[src/hdl/dshot4_pkg.sv]
// ----------------------------------------------------------------------------
// DShot four-channel framer package
// Shared widths, reset values, register indexes and word types.
// ----------------------------------------------------------------------------
`default_nettype none

package dshot4_pkg;

  localparam int MotorCount       = 4;
  localparam int ValueWidth       = 11;
  localparam int InValueWidth     = 16;
  localparam int FrameBits        = 16;
  localparam int BitIdxWidth      = $clog2(FrameBits);
  localparam int HoldSlotsDefault = 3;
  localparam int CfgIdxWidth      = 1;

  localparam logic [ValueWidth-1:0] MinThrottleReset = 11'd48;
  localparam logic [ValueWidth-1:0] MaxValueReset    = 11'd2047;

  localparam logic [CfgIdxWidth-1:0] CfgMinThrottle = 1'b0;
  localparam logic [CfgIdxWidth-1:0] CfgMaxValue    = 1'b1;

  typedef logic [FrameBits-1:0] frame_t;

  typedef struct packed {
    logic [InValueWidth-1:0] motor1_value;
    logic [InValueWidth-1:0] motor2_value;
    logic [InValueWidth-1:0] motor3_value;
    logic [InValueWidth-1:0] motor4_value;
    logic                    telemetry_request;
  } in_word_t;

  typedef struct packed {
    logic [MotorCount-1:0] pin_levels;
    logic                  status;
    logic                  last_slot;
  } out_word_t;

  typedef struct packed {
    logic valid;
    logic reject;
  } pend_t;

endpackage

`default_nettype wire

[src/hdl/dshot_four_channel_framer_top.sv]
// ----------------------------------------------------------------------------
// DShot four-channel framer
// Range-checks four throttle values and serialises their DShot frames.
// ----------------------------------------------------------------------------
// An accepted word is range-checked and framed by four parallel lanes, which
// register it on acceptance; the serialiser then plays it out at one slot per
// cycle while out_stall_i is low: 48 bit slots plus HOLD_SLOTS hold slots (51
// with the default), or a single rejected word. The serialiser's slot counter
// sets the rate; one further word is buffered in the lanes while the current
// one plays out, so a new word is taken as the last slot is accepted.
// Acceptance sets the pending flag; take_o then starts the first slot.
`default_nettype none

module dshot_four_channel_framer_top #(
  parameter int HOLD_SLOTS = dshot4_pkg::HoldSlotsDefault
) (
  input  wire                                 clk_i,
  input  wire                                 rst_ni,
  input  wire                                 in_valid_i,
  output logic                                in_stall_o,
  input  dshot4_pkg::in_word_t                in_data_i,
  output logic                                out_valid_o,
  input  wire                                 out_stall_i,
  output dshot4_pkg::out_word_t               out_data_o,
  input  wire                                 cfg_we_i,
  input  wire  [dshot4_pkg::CfgIdxWidth-1:0]  cfg_index_i,
  input  wire  [dshot4_pkg::ValueWidth-1:0]   cfg_wdata_i
);
  import dshot4_pkg::*;

  logic [ValueWidth-1:0]   min_throttle_q;
  logic [ValueWidth-1:0]   max_value_q;
  logic                    pend_valid_q;
  logic                    pend_valid_d;
  logic                    in_take;
  logic                    take;
  logic [InValueWidth-1:0] values [MotorCount];
  frame_t                  frames [MotorCount];
  logic [MotorCount-1:0]   lane_ok;
  pend_t                   pend;

  assign values[0] = in_data_i.motor1_value;
  assign values[1] = in_data_i.motor2_value;
  assign values[2] = in_data_i.motor3_value;
  assign values[3] = in_data_i.motor4_value;

  assign in_stall_o   = pend_valid_q;
  assign in_take      = in_valid_i && !in_stall_o;
  assign pend_valid_d = in_take || (pend_valid_q && !take);
  assign pend.valid   = pend_valid_q;
  assign pend.reject  = !(&lane_ok);

  always_ff @(posedge clk_i or negedge rst_ni) begin
    if (!rst_ni) begin
      pend_valid_q   <= 1'b0;
      min_throttle_q <= MinThrottleReset;
      max_value_q    <= MaxValueReset;
    end else begin
      pend_valid_q <= pend_valid_d;
      if (cfg_we_i) begin
        unique case (cfg_index_i)
          CfgMinThrottle: min_throttle_q <= cfg_wdata_i;
          CfgMaxValue:    max_value_q    <= cfg_wdata_i;
          default:        ;
        endcase
      end
    end
  end

  for (genvar m = 0; m < MotorCount; m++) begin : g_lane
    dshot4_lane u_lane (
      .clk_i          (clk_i),
      .load_i         (in_take),
      .value_i        (values[m]),
      .telem_i        (in_data_i.telemetry_request),
      .min_throttle_i (min_throttle_q),
      .max_value_i    (max_value_q),
      .ok_o           (lane_ok[m]),
      .frame_o        (frames[m])
    );
  end

  dshot4_serializer #(
    .HOLD_SLOTS (HOLD_SLOTS)
  ) u_serializer (
    .clk_i       (clk_i),
    .rst_ni      (rst_ni),
    .pend_i      (pend),
    .frames_i    (frames),
    .take_o      (take),
    .out_valid_o (out_valid_o),
    .out_stall_i (out_stall_i),
    .out_data_o  (out_data_o)
  );

endmodule

`default_nettype wire

[src/hdl/dshot4_lane.sv]
// ----------------------------------------------------------------------------
// DShot lane
// Range-checks one motor value and holds its 16-bit frame until taken.
// ----------------------------------------------------------------------------
`default_nettype none

module dshot4_lane (
  input  wire                                   clk_i,
  input  wire                                   load_i,
  input  wire  [dshot4_pkg::InValueWidth-1:0]   value_i,
  input  wire                                   telem_i,
  input  wire  [dshot4_pkg::ValueWidth-1:0]     min_throttle_i,
  input  wire  [dshot4_pkg::ValueWidth-1:0]     max_value_i,
  output logic                                  ok_o,
  output dshot4_pkg::frame_t                    frame_o
);
  import dshot4_pkg::*;

  logic                  ok_d;
  logic                  ok_q;
  frame_t                frame_d;
  frame_t                frame_q;
  logic [ValueWidth:0]   payload;
  logic [3:0]            csum;

  always_comb begin
    ok_d = !((value_i > InValueWidth'(max_value_i)) ||
             ((value_i != '0) && (value_i < InValueWidth'(min_throttle_i))));
    payload = {value_i[ValueWidth-1:0], telem_i};
    csum    = payload[3:0] ^ payload[7:4] ^ payload[11:8];
    frame_d = {payload, csum};
  end

  always_ff @(posedge clk_i) begin
    if (load_i) begin
      ok_q    <= ok_d;
      frame_q <= frame_d;
    end
  end

  assign ok_o    = ok_q;
  assign frame_o = frame_q;

endmodule

`default_nettype wire

[src/hdl/dshot4_serializer.sv]
// ----------------------------------------------------------------------------
// DShot serializer
// Merges the lane frames and plays out the bit slots and hold slots, or one reject slot.
// ----------------------------------------------------------------------------
`default_nettype none

module dshot4_serializer #(
  parameter int HOLD_SLOTS = dshot4_pkg::HoldSlotsDefault
) (
  input  wire                   clk_i,
  input  wire                   rst_ni,
  input  dshot4_pkg::pend_t     pend_i,
  input  dshot4_pkg::frame_t    frames_i [dshot4_pkg::MotorCount],
  output logic                  take_o,
  output logic                  out_valid_o,
  input  wire                   out_stall_i,
  output dshot4_pkg::out_word_t out_data_o
);
  import dshot4_pkg::*;

  localparam int HoldW = (HOLD_SLOTS > 1) ? $clog2(HOLD_SLOTS) : 1;

  typedef enum logic [2:0] {
    ST_IDLE,
    ST_REJECT,
    ST_HIGH,
    ST_DATA,
    ST_LOW,
    ST_HOLD
  } state_e;

  state_e                 state_q;
  logic [BitIdxWidth-1:0] bit_q;
  logic [HoldW-1:0]       hold_q;
  frame_t                 frames_q [MotorCount];
  logic                   out_take;
  logic                   is_last;
  logic [BitIdxWidth-1:0] bit_sel;
  logic [MotorCount-1:0]  data_bits;

  always_comb begin
    bit_sel = BitIdxWidth'(FrameBits - 1) - bit_q;
    for (int m = 0; m < MotorCount; m++) begin
      data_bits[m] = frames_q[m][bit_sel];
    end
  end

  assign out_valid_o = (state_q != ST_IDLE);
  assign out_take    = out_valid_o && !out_stall_i;
  assign is_last     = (state_q == ST_REJECT) ||
                       ((state_q == ST_HOLD) && (hold_q == HoldW'(HOLD_SLOTS - 1)));
  assign take_o      = pend_i.valid && ((state_q == ST_IDLE) || (out_take && is_last));

  always_comb begin
    out_data_o.status    = (state_q == ST_REJECT);
    out_data_o.last_slot = is_last;
    unique case (state_q)
      ST_HIGH: out_data_o.pin_levels = '1;
      ST_DATA: out_data_o.pin_levels = data_bits;
      default: out_data_o.pin_levels = '0;
    endcase
  end

  always_ff @(posedge clk_i or negedge rst_ni) begin
    if (!rst_ni) begin
      state_q <= ST_IDLE;
      bit_q   <= '0;
      hold_q  <= '0;
    end else if (take_o) begin
      state_q <= pend_i.reject ? ST_REJECT : ST_HIGH;
      bit_q   <= '0;
      hold_q  <= '0;
    end else if (out_take) begin
      unique case (state_q)
        ST_HIGH: state_q <= ST_DATA;
        ST_DATA: state_q <= ST_LOW;
        ST_LOW: begin
          if (bit_q == BitIdxWidth'(FrameBits - 1)) begin
            state_q <= ST_HOLD;
            hold_q  <= '0;
          end else begin
            state_q <= ST_HIGH;
            bit_q   <= bit_q + 1'b1;
          end
        end
        ST_HOLD: begin
          if (is_last) begin
            state_q <= ST_IDLE;
          end else begin
            hold_q <= hold_q + 1'b1;
          end
        end
        default: state_q <= ST_IDLE;
      endcase
    end
  end

  always_ff @(posedge clk_i) begin
    if (take_o) begin
      frames_q <= frames_i;
    end
  end

  a_reject_is_last: assert property (@(posedge clk_i) disable iff (!rst_ni)
    out_valid_o && out_data_o.status |-> out_data_o.last_slot)
    else $error("rejected word not marked last");

  a_last_is_low: assert property (@(posedge clk_i) disable iff (!rst_ni)
    out_valid_o && out_data_o.last_slot |-> out_data_o.pin_levels == '0)
    else $error("final word drives a pin high");

  a_drain_to_idle: assert property (@(posedge clk_i) disable iff (!rst_ni)
    out_take && is_last && !pend_i.valid |=> !out_valid_o)
    else $error("words continue after the final slot");

  a_high_then_data: assert property (@(posedge clk_i) disable iff (!rst_ni)
    out_take && (state_q == ST_HIGH) |=> out_valid_o && !out_data_o.status &&
                                         !out_data_o.last_slot)
    else $error("high slot not followed by data slot");

endmodule

`default_nettype wire
[config.mk]
export PLATFORM = sky130hd
export DESIGN_NAME = dshot_four_channel_framer_top
export DESIGN_NICKNAME = d
export VERILOG_FILES = /design/src/hdl/dshot4_pkg.sv /design/src/hdl/dshot_four_channel_framer_top.sv /design/src/hdl/dshot4_lane.sv /design/src/hdl/dshot4_serializer.sv
export SDC_FILE = /design/constraint.sdc
export NUM_CORES = 1
export LEC_CHECK = 0
export BUFFER_PORTS_ARGS = -buffer_cell sky130_fd_sc_hd__buf_2
export CAP_MARGIN = 20
export CELL_PAD_IN_SITES_DETAIL_PLACEMENT = 1
export CELL_PAD_IN_SITES_GLOBAL_PLACEMENT = 2
export CORE_MARGIN = 8
export CORE_UTILIZATION = 42
export CTS_CLUSTER_SIZE = 16
export DETAILED_ROUTE_END_ITERATION = 6
export PLACE_DENSITY = 0.88
export REMOVE_ABC_BUFFERS = 1
export SLEW_MARGIN = 20
export SYNTH_ARGS = -nofsm -noshare
export SYNTH_HDL_FRONTEND = slang
export SYNTH_SLANG_ARGS = --single-unit
[constraint.sdc]
create_clock -name clk_i -period 4.63 [get_ports clk_i]
set_input_delay 0.463 -clock clk_i [delete_from_list [all_inputs] [get_ports clk_i]]
set_output_delay 0.463 -clock clk_i [all_outputs]
set_load 0.03 [all_outputs]
# After elaboration in Yosys (flattened, before gate mapping)
# Cells that the tools add are included.
# W data, S select, Z words.
dict set report totals {
  word_cells 113
  register_bits 164
  inputBits 82
  output_inout_bits 8
}
dict set report classes {
  n_addsub 3
  bitwise_logic 9
  eq_ne 11
  order_cmp 9
  muxes 24
  reduce_logical 39
}
# cell count
set ops {}
lappend ops {{$gt A16 B11 Y1} 4}
lappend ops {{$lt A16 B11 Y1} 4}
lappend ops {{$reduce_bool A16 Y1} 4}
lappend ops {{$xor A4 B4 Y4} 8}
lappend ops {{$bmux W1 S4} 4}
lappend ops {{$mux W4} 4}
lappend ops {{$mux W3} 4}
lappend ops {{$pmux W3 S4} 1}
lappend ops {{$logic_and A1 B1 Y1} 10}
lappend ops {{$mux W2} 5}
lappend ops {{$pmux W4 S2} 1}
lappend ops {{$reduce_and A4 Y1} 2}
lappend ops {{$logic_not A1 Y1} 7}
lappend ops {{$logic_or A1 B1 Y1} 7}
lappend ops {{$eq A3 B2 Y1 const B} 2}
lappend ops {{$eq A3 B3 Y1 const B} 2}
lappend ops {{$ne A3 B2 Y1 const B} 2}
lappend ops {{$reduce_and A2 Y1} 3}
lappend ops {{$reduce_bool A3 Y1} 2}
lappend ops {{$lt A4 B5 Y1 const B} 1}
lappend ops {{$add A4 B1 Y4 const B} 1}
lappend ops {{$eq A4 B4 Y1 const B} 1}
lappend ops {{$mux W1} 4}
lappend ops {{$pmux W2 S2} 1}
lappend ops {{other kinds (10)} 11}

# Logic depth before layout (Yosys ltp)
dict set report logic_depth {
  word_depth 9
  depth_mapped 7
  depth_no_buf 7
}

# By module
# Synthesis repeated with hierarchy kept, for this count alone.
dict set report unflattened {
  cells_unflattened 646
  hier_area_um2 8888.5
}
# mod area_each_um2 instances cells_each seq_area_each_um2
set by_module_without_submodules {}
lappend by_module_without_submodules {dshot4_lane 1197.4 4 104 510.5}
lappend by_module_without_submodules {dshot4_serializer 3120.5 1 177 2147.1}
lappend by_module_without_submodules {dshot_four_channel_framer_top 978.4 1 53 591.8}

# Least setup slack after synthesis
# Ideal clock, no wire load.
dict set report synth_path {
  path_type {register to register}
  from {register pend_valid_q, in the netlist in_stall_o}
  to {register g_lane[0].u_lane.frame_q[0], enable pin}
  period_less_slack_ps 3926
  required_time_ps 4135
  path_slack_ps 704
  stages_incl_launch_ff 2
  t_arrival_ps 3431
  n_path_buf 0
  setup_time_ps 495
  cell_sequence {dfrtp_1 > nor2b_1}
}
dict set report synth_via {
  elab_chain_cells 2
}
# element line_no
set synth_rtl {}
lappend synth_rtl {{start: declaration} dshot_four_channel_framer_top.sv:33} ;# logic pend_valid_q;
lappend synth_rtl {{start signal: assignment} dshot_four_channel_framer_top.sv:59} ;# pend_valid_q <= pend_valid_d;
lappend synth_rtl {{$logic_not A1 Y1} dshot_four_channel_framer_top.sv:48} ;# assign in_take = in_valid_i && !in_stall_o;
lappend synth_rtl {{$logic_and A1 B1 Y1} dshot_four_channel_framer_top.sv:48}
lappend synth_rtl {{net g_lane[0].u_lane.load_i} dshot4_lane.sv:9} ;# input wire load_i,
lappend synth_rtl {{end signal: assignment} dshot4_lane.sv:37} ;# frame_q <= frame_d;
lappend synth_rtl {{end: declaration} dshot4_lane.sv:22} ;# frame_t frame_q;
# The timed path passes the listed nets, and every way through them passes these cells.
# A chain may end at the register's enable or synchronous reset.

==> impl_metrics.py <==
metrics = {
    "placed_design": {
        "dp_slack_ns": 1.825,
        "place_hpwl_um": 16690,
        "place_inst": 937,
        "portBuffers": 89,
        "gp_congestion": 0.8515,
        "placed_cell_area_sq_um": 8901,
    },
    "clock_network": {
        "clk-insertion-delay-late_ns": 0.43,
        "cts_made_buffers": 17,
        "ctsHoldBuffers": 0,
        "clk_pin_slew_ns": 0.07,
        "tritoncts": "done",
        "clockRootBuffer": "clkbuf_16",
        "cts.sinks": 158,
        "clock_path_buffers": 2,
        "cts_max_level": 4,
        "cts_resized": 0,
        "cts_post_setup_buffers_inserted": 0,
    },
    "logic_synthesis": {
        "syn_area_sq_um": 8169,
        "ys_seq_elements": 158,
        "seq_area_frac_synth_pct": 56.32,
        "ys_types": 51,
        "syn_avg_cell_area_sq_um": 13.78,
        "yosysWarnings": 0,
        "synthCells": 593,
    },
    "routing": {
        "wirelength_um": 22490,
        "avgViaCountPerCell": 5.613,
        "dr.first_iter.drc_count": 313,
        "vias": 5439,
        "antenna_left": 0,
        "wl_per_cell_um": 23.21,
        "first_pass_iters": 7,
        "drc_errors": 0,
    },
    "final_layout": {
        "design_area_sq_um": 9475,
        "drive_gt1_share_pct": 24.57,
        "fin_cells": 969,
        "syn2layout_area_growth_pct": 15.99,
        "n_antenna_cell": 0,
        "finalNetCount": 859,
        "n_fill_cell": 1999,
        "utilization_pct": 49.17,
    },
    "global_route": {
        "grt_max_degree": 71,
        "antenna_found_initial": 0,
        "grt_usage_pct": 19.04,
        "grt_overflow_total": 0,
        "grt_pass1_vias": 6097,
        "grt_pass1_wl_um": 34180,
    },
    "setup_path": {
        "critPathCaptureType": "output pin",
        "path_cells": "buf_4, mux4_2, mux2i_1, o21ai_0, buf_2",
        "r2r_end": "u_serializer.hold_q[1]",
        "reg2reg_slack_ns": 2.03,
        "cp_num_buf_inv": 2,
        "critPathMaxFanout": 20,
        "worstReg2RegStart": "u_serializer.bit_q[0]",
        "critPathKind": "flop to output pin",
        "crit_family": "flip-flops",
        "reg2reg_depth": 6,
        "cp.arrival_ns": 2.85,
        "critical_path_required_ns": 4.17,
        "cpPeakStageDelay_ns": 1.05,
        "critPathSlowestCell": "dfrtp_1",
        "cp-start-kind": "flop",
    },
    "pwr": {
        "p_leak_nw": 3.610,
        "powerDensity_nw_per_um2": 506.9,
        "vdd_ir_drop_max_mv": 0.2484,
    },
    "floorplan": {
        "fp-row-count": 51,
        "ios": 90,
        "dieArea_sq_um": 24170,
        "coreArea_sq_um": 19270,
        "initial_core_util_pct": 42.39,
        "die_w_um": 155.5,
        "die_y_um": 155.5,
    },
    "timing": {
        "slew_headroom_pct": 28.94,
        "drv_slew": 0,
        "fin_crit_ns": 3.317,
        "fin_setup_tns_ns": 0,
        "finalSetupViolCount": 0,
        "rsz0062_at_grt": "false",
        "finalHoldViolCount": 0,
        "worst_slack_ns": 1.313,
        "fin_crit_sh_pct": 71.65,
        "fmax_mhz": 301.5,
        "finClkSkew_ns": 0.01233,
        "max_slew.worst_pin.slew_ns": 1.066,
    },
    "min_path": {
        "hold_path_class": "input pin to asynchronous set/reset pin",
    },
    "run_status": {
        "status": "finished clean",
    },
    "flow_run": {
        "drv_cap": 0,
    },
}
layer usage:
metal | track usage [%] | share of wire [%]
met5 | 0 | 0
met3 | 3.467 | 4.4
met2 | 32.59 | 51
met1 | 22.16 | 41
met4 | 10.86 | 3.8
worst max path at each step:
stage / start / endpoint / slack (ns) / depth (start not counted)
floorplan: in_stall_o / g_lane[0].u_lane.frame_o[0] / 0.70 / 1
global placement: u_serializer.bit_q[0] / out_data_o[5] / 1.94 / 5
detailed placement: u_serializer.bit_q[0] / out_data_o[2] / 1.83 / 5
CTS: u_serializer.bit_q[0] / out_data_o[2] / 1.25 / 5
global route: u_serializer.bit_q[0] / out_data_o[2] / 1.12 / 5
finish: u_serializer.bit_q[0] / out_data_o[2] / 1.31 / 5
metrics by stage:
step	hold WS [ns]	total power, mW
floorplan	0.1674	3.010
global placement	0.4016	3.359
detailed placement	0.4061	3.464
CTS	0.1277	4.845
global route	0.1483	5.024
finish	0.1046	4.803
sequential cells by signal (all words and copies together), names as in the netlist:
| signal | cells |
|---|---|
| min_throttle_q | 11 |
| u_serializer.bit_q | 4 |
| u_serializer.hold_q | 2 |
| u_serializer.state_q | 3 |
| in_stall_o | 1 |
| g_lane.u_lane.frame_o | 61 |
| u_serializer.frames_q | 61 |
| g_lane.u_lane.ok_o | 4 |
| max_value_q | 11 |
logic make-up (layout without fill, tap and decap cells):
kind of cell	Yosys count	count (layout)	synth area share, %
compound gates	111	111	9.175
xor+xnor	35	35	3.753
fa+ha+maj	86	86	13.17
buf+inv	43	154	2.328
flops	158	158	56.32
mux	40	40	6.632
simple gates	120	120	8.623
cell usage in the layout (no fill, tap or decap), drive strengths merged, types with 5 or more instances in the layout:
master and n:
nor2 27, buf 92, edfxtp 126, nor4 8
a31oi 9, nand2 16, xnor2 33, nand2b 5
dfrtp 19, clkbuf 20, o211ai 12, mux2i 17
nor3 13, nand4 12, o21ai 27, nor2b 14
dfstp 13, inv 33, mux2 13, mux4 10
a21oi 18, ha 86, a211oi 22, clkinv 5
a21o 5, nand3 6
cell usage after synthesis (all sizes together):
master	number	share of area [%]
and3	3	0.23
o22a	4	0.43
mux4	10	2.8
o211ai	12	1.1
nand4	12	0.92
inv	30	1.4
and4	2	0.21
a21oi	18	1.1
buf	7	0.67
a41oi	3	0.32
edfxtp	126	46
xor2	2	0.21
nand4b	4	0.43
a32oi	1	0.11
a221oi	4	0.64
nor3	13	1.0
or4	4	0.55
nand2	16	0.74
o21ai	27	1.7
mux2i	17	2.1
nor3b	2	0.32
o31ai	1	0.092
or3	1	0.077
o311ai	3	0.32
or3b	1	0.14
a31oi	9	0.69
clkbuf	6	0.28
mux2	13	1.8
a2111oi	1	0.11
ha	86	13
and2	1	0.077
a211oi	22	2.0
nor2b	14	1.1
nor2	27	1.3
nor4	8	0.61
nand3b	1	0.092
xnor2	33	3.5
nand2b	5	0.38
nand3	6	0.43
dfrtp	19	5.8
dfstp	13	4.2
a21o	5	0.46
a221o	1	0.12
final cells by class:
cell class                      instances  area, sq um  share of cell area, %
Timing Repair Buffer                   92        467.9                  4.939
Sequential cell                       158         4601                  48.55
Clock inverter                         12        137.6                  1.453
Tap cell                              265        331.6                  3.499
Clock buffer                           20        436.7                  4.608
Inverter                               30        112.6                  1.188
Multi-Input combinational cell        392         3388                  35.76
worst register-to-register path: stages (launching register included):
cell and delay (ns):
dfrtp_1 1.05, ha_1 0.31, nand3_1 0.17, mux2_2 0.34, nor2_1 0.26, mux2i_1 0.24
nor2_1 0.07
where the power goes:
| group | total, mW | switching [mW] | leakage, nW | internal [mW] |
|---|---|---|---|---|
| clock network | 1.37 | 0.566 | 0.275 | 0.799 |
| logic | 1.17 | 0.749 | 1.76 | 0.419 |
| registers | 2.27 | 0.196 | 1.58 | 2.07 |
Note: power is estimated with default switching activity, not from simulation.
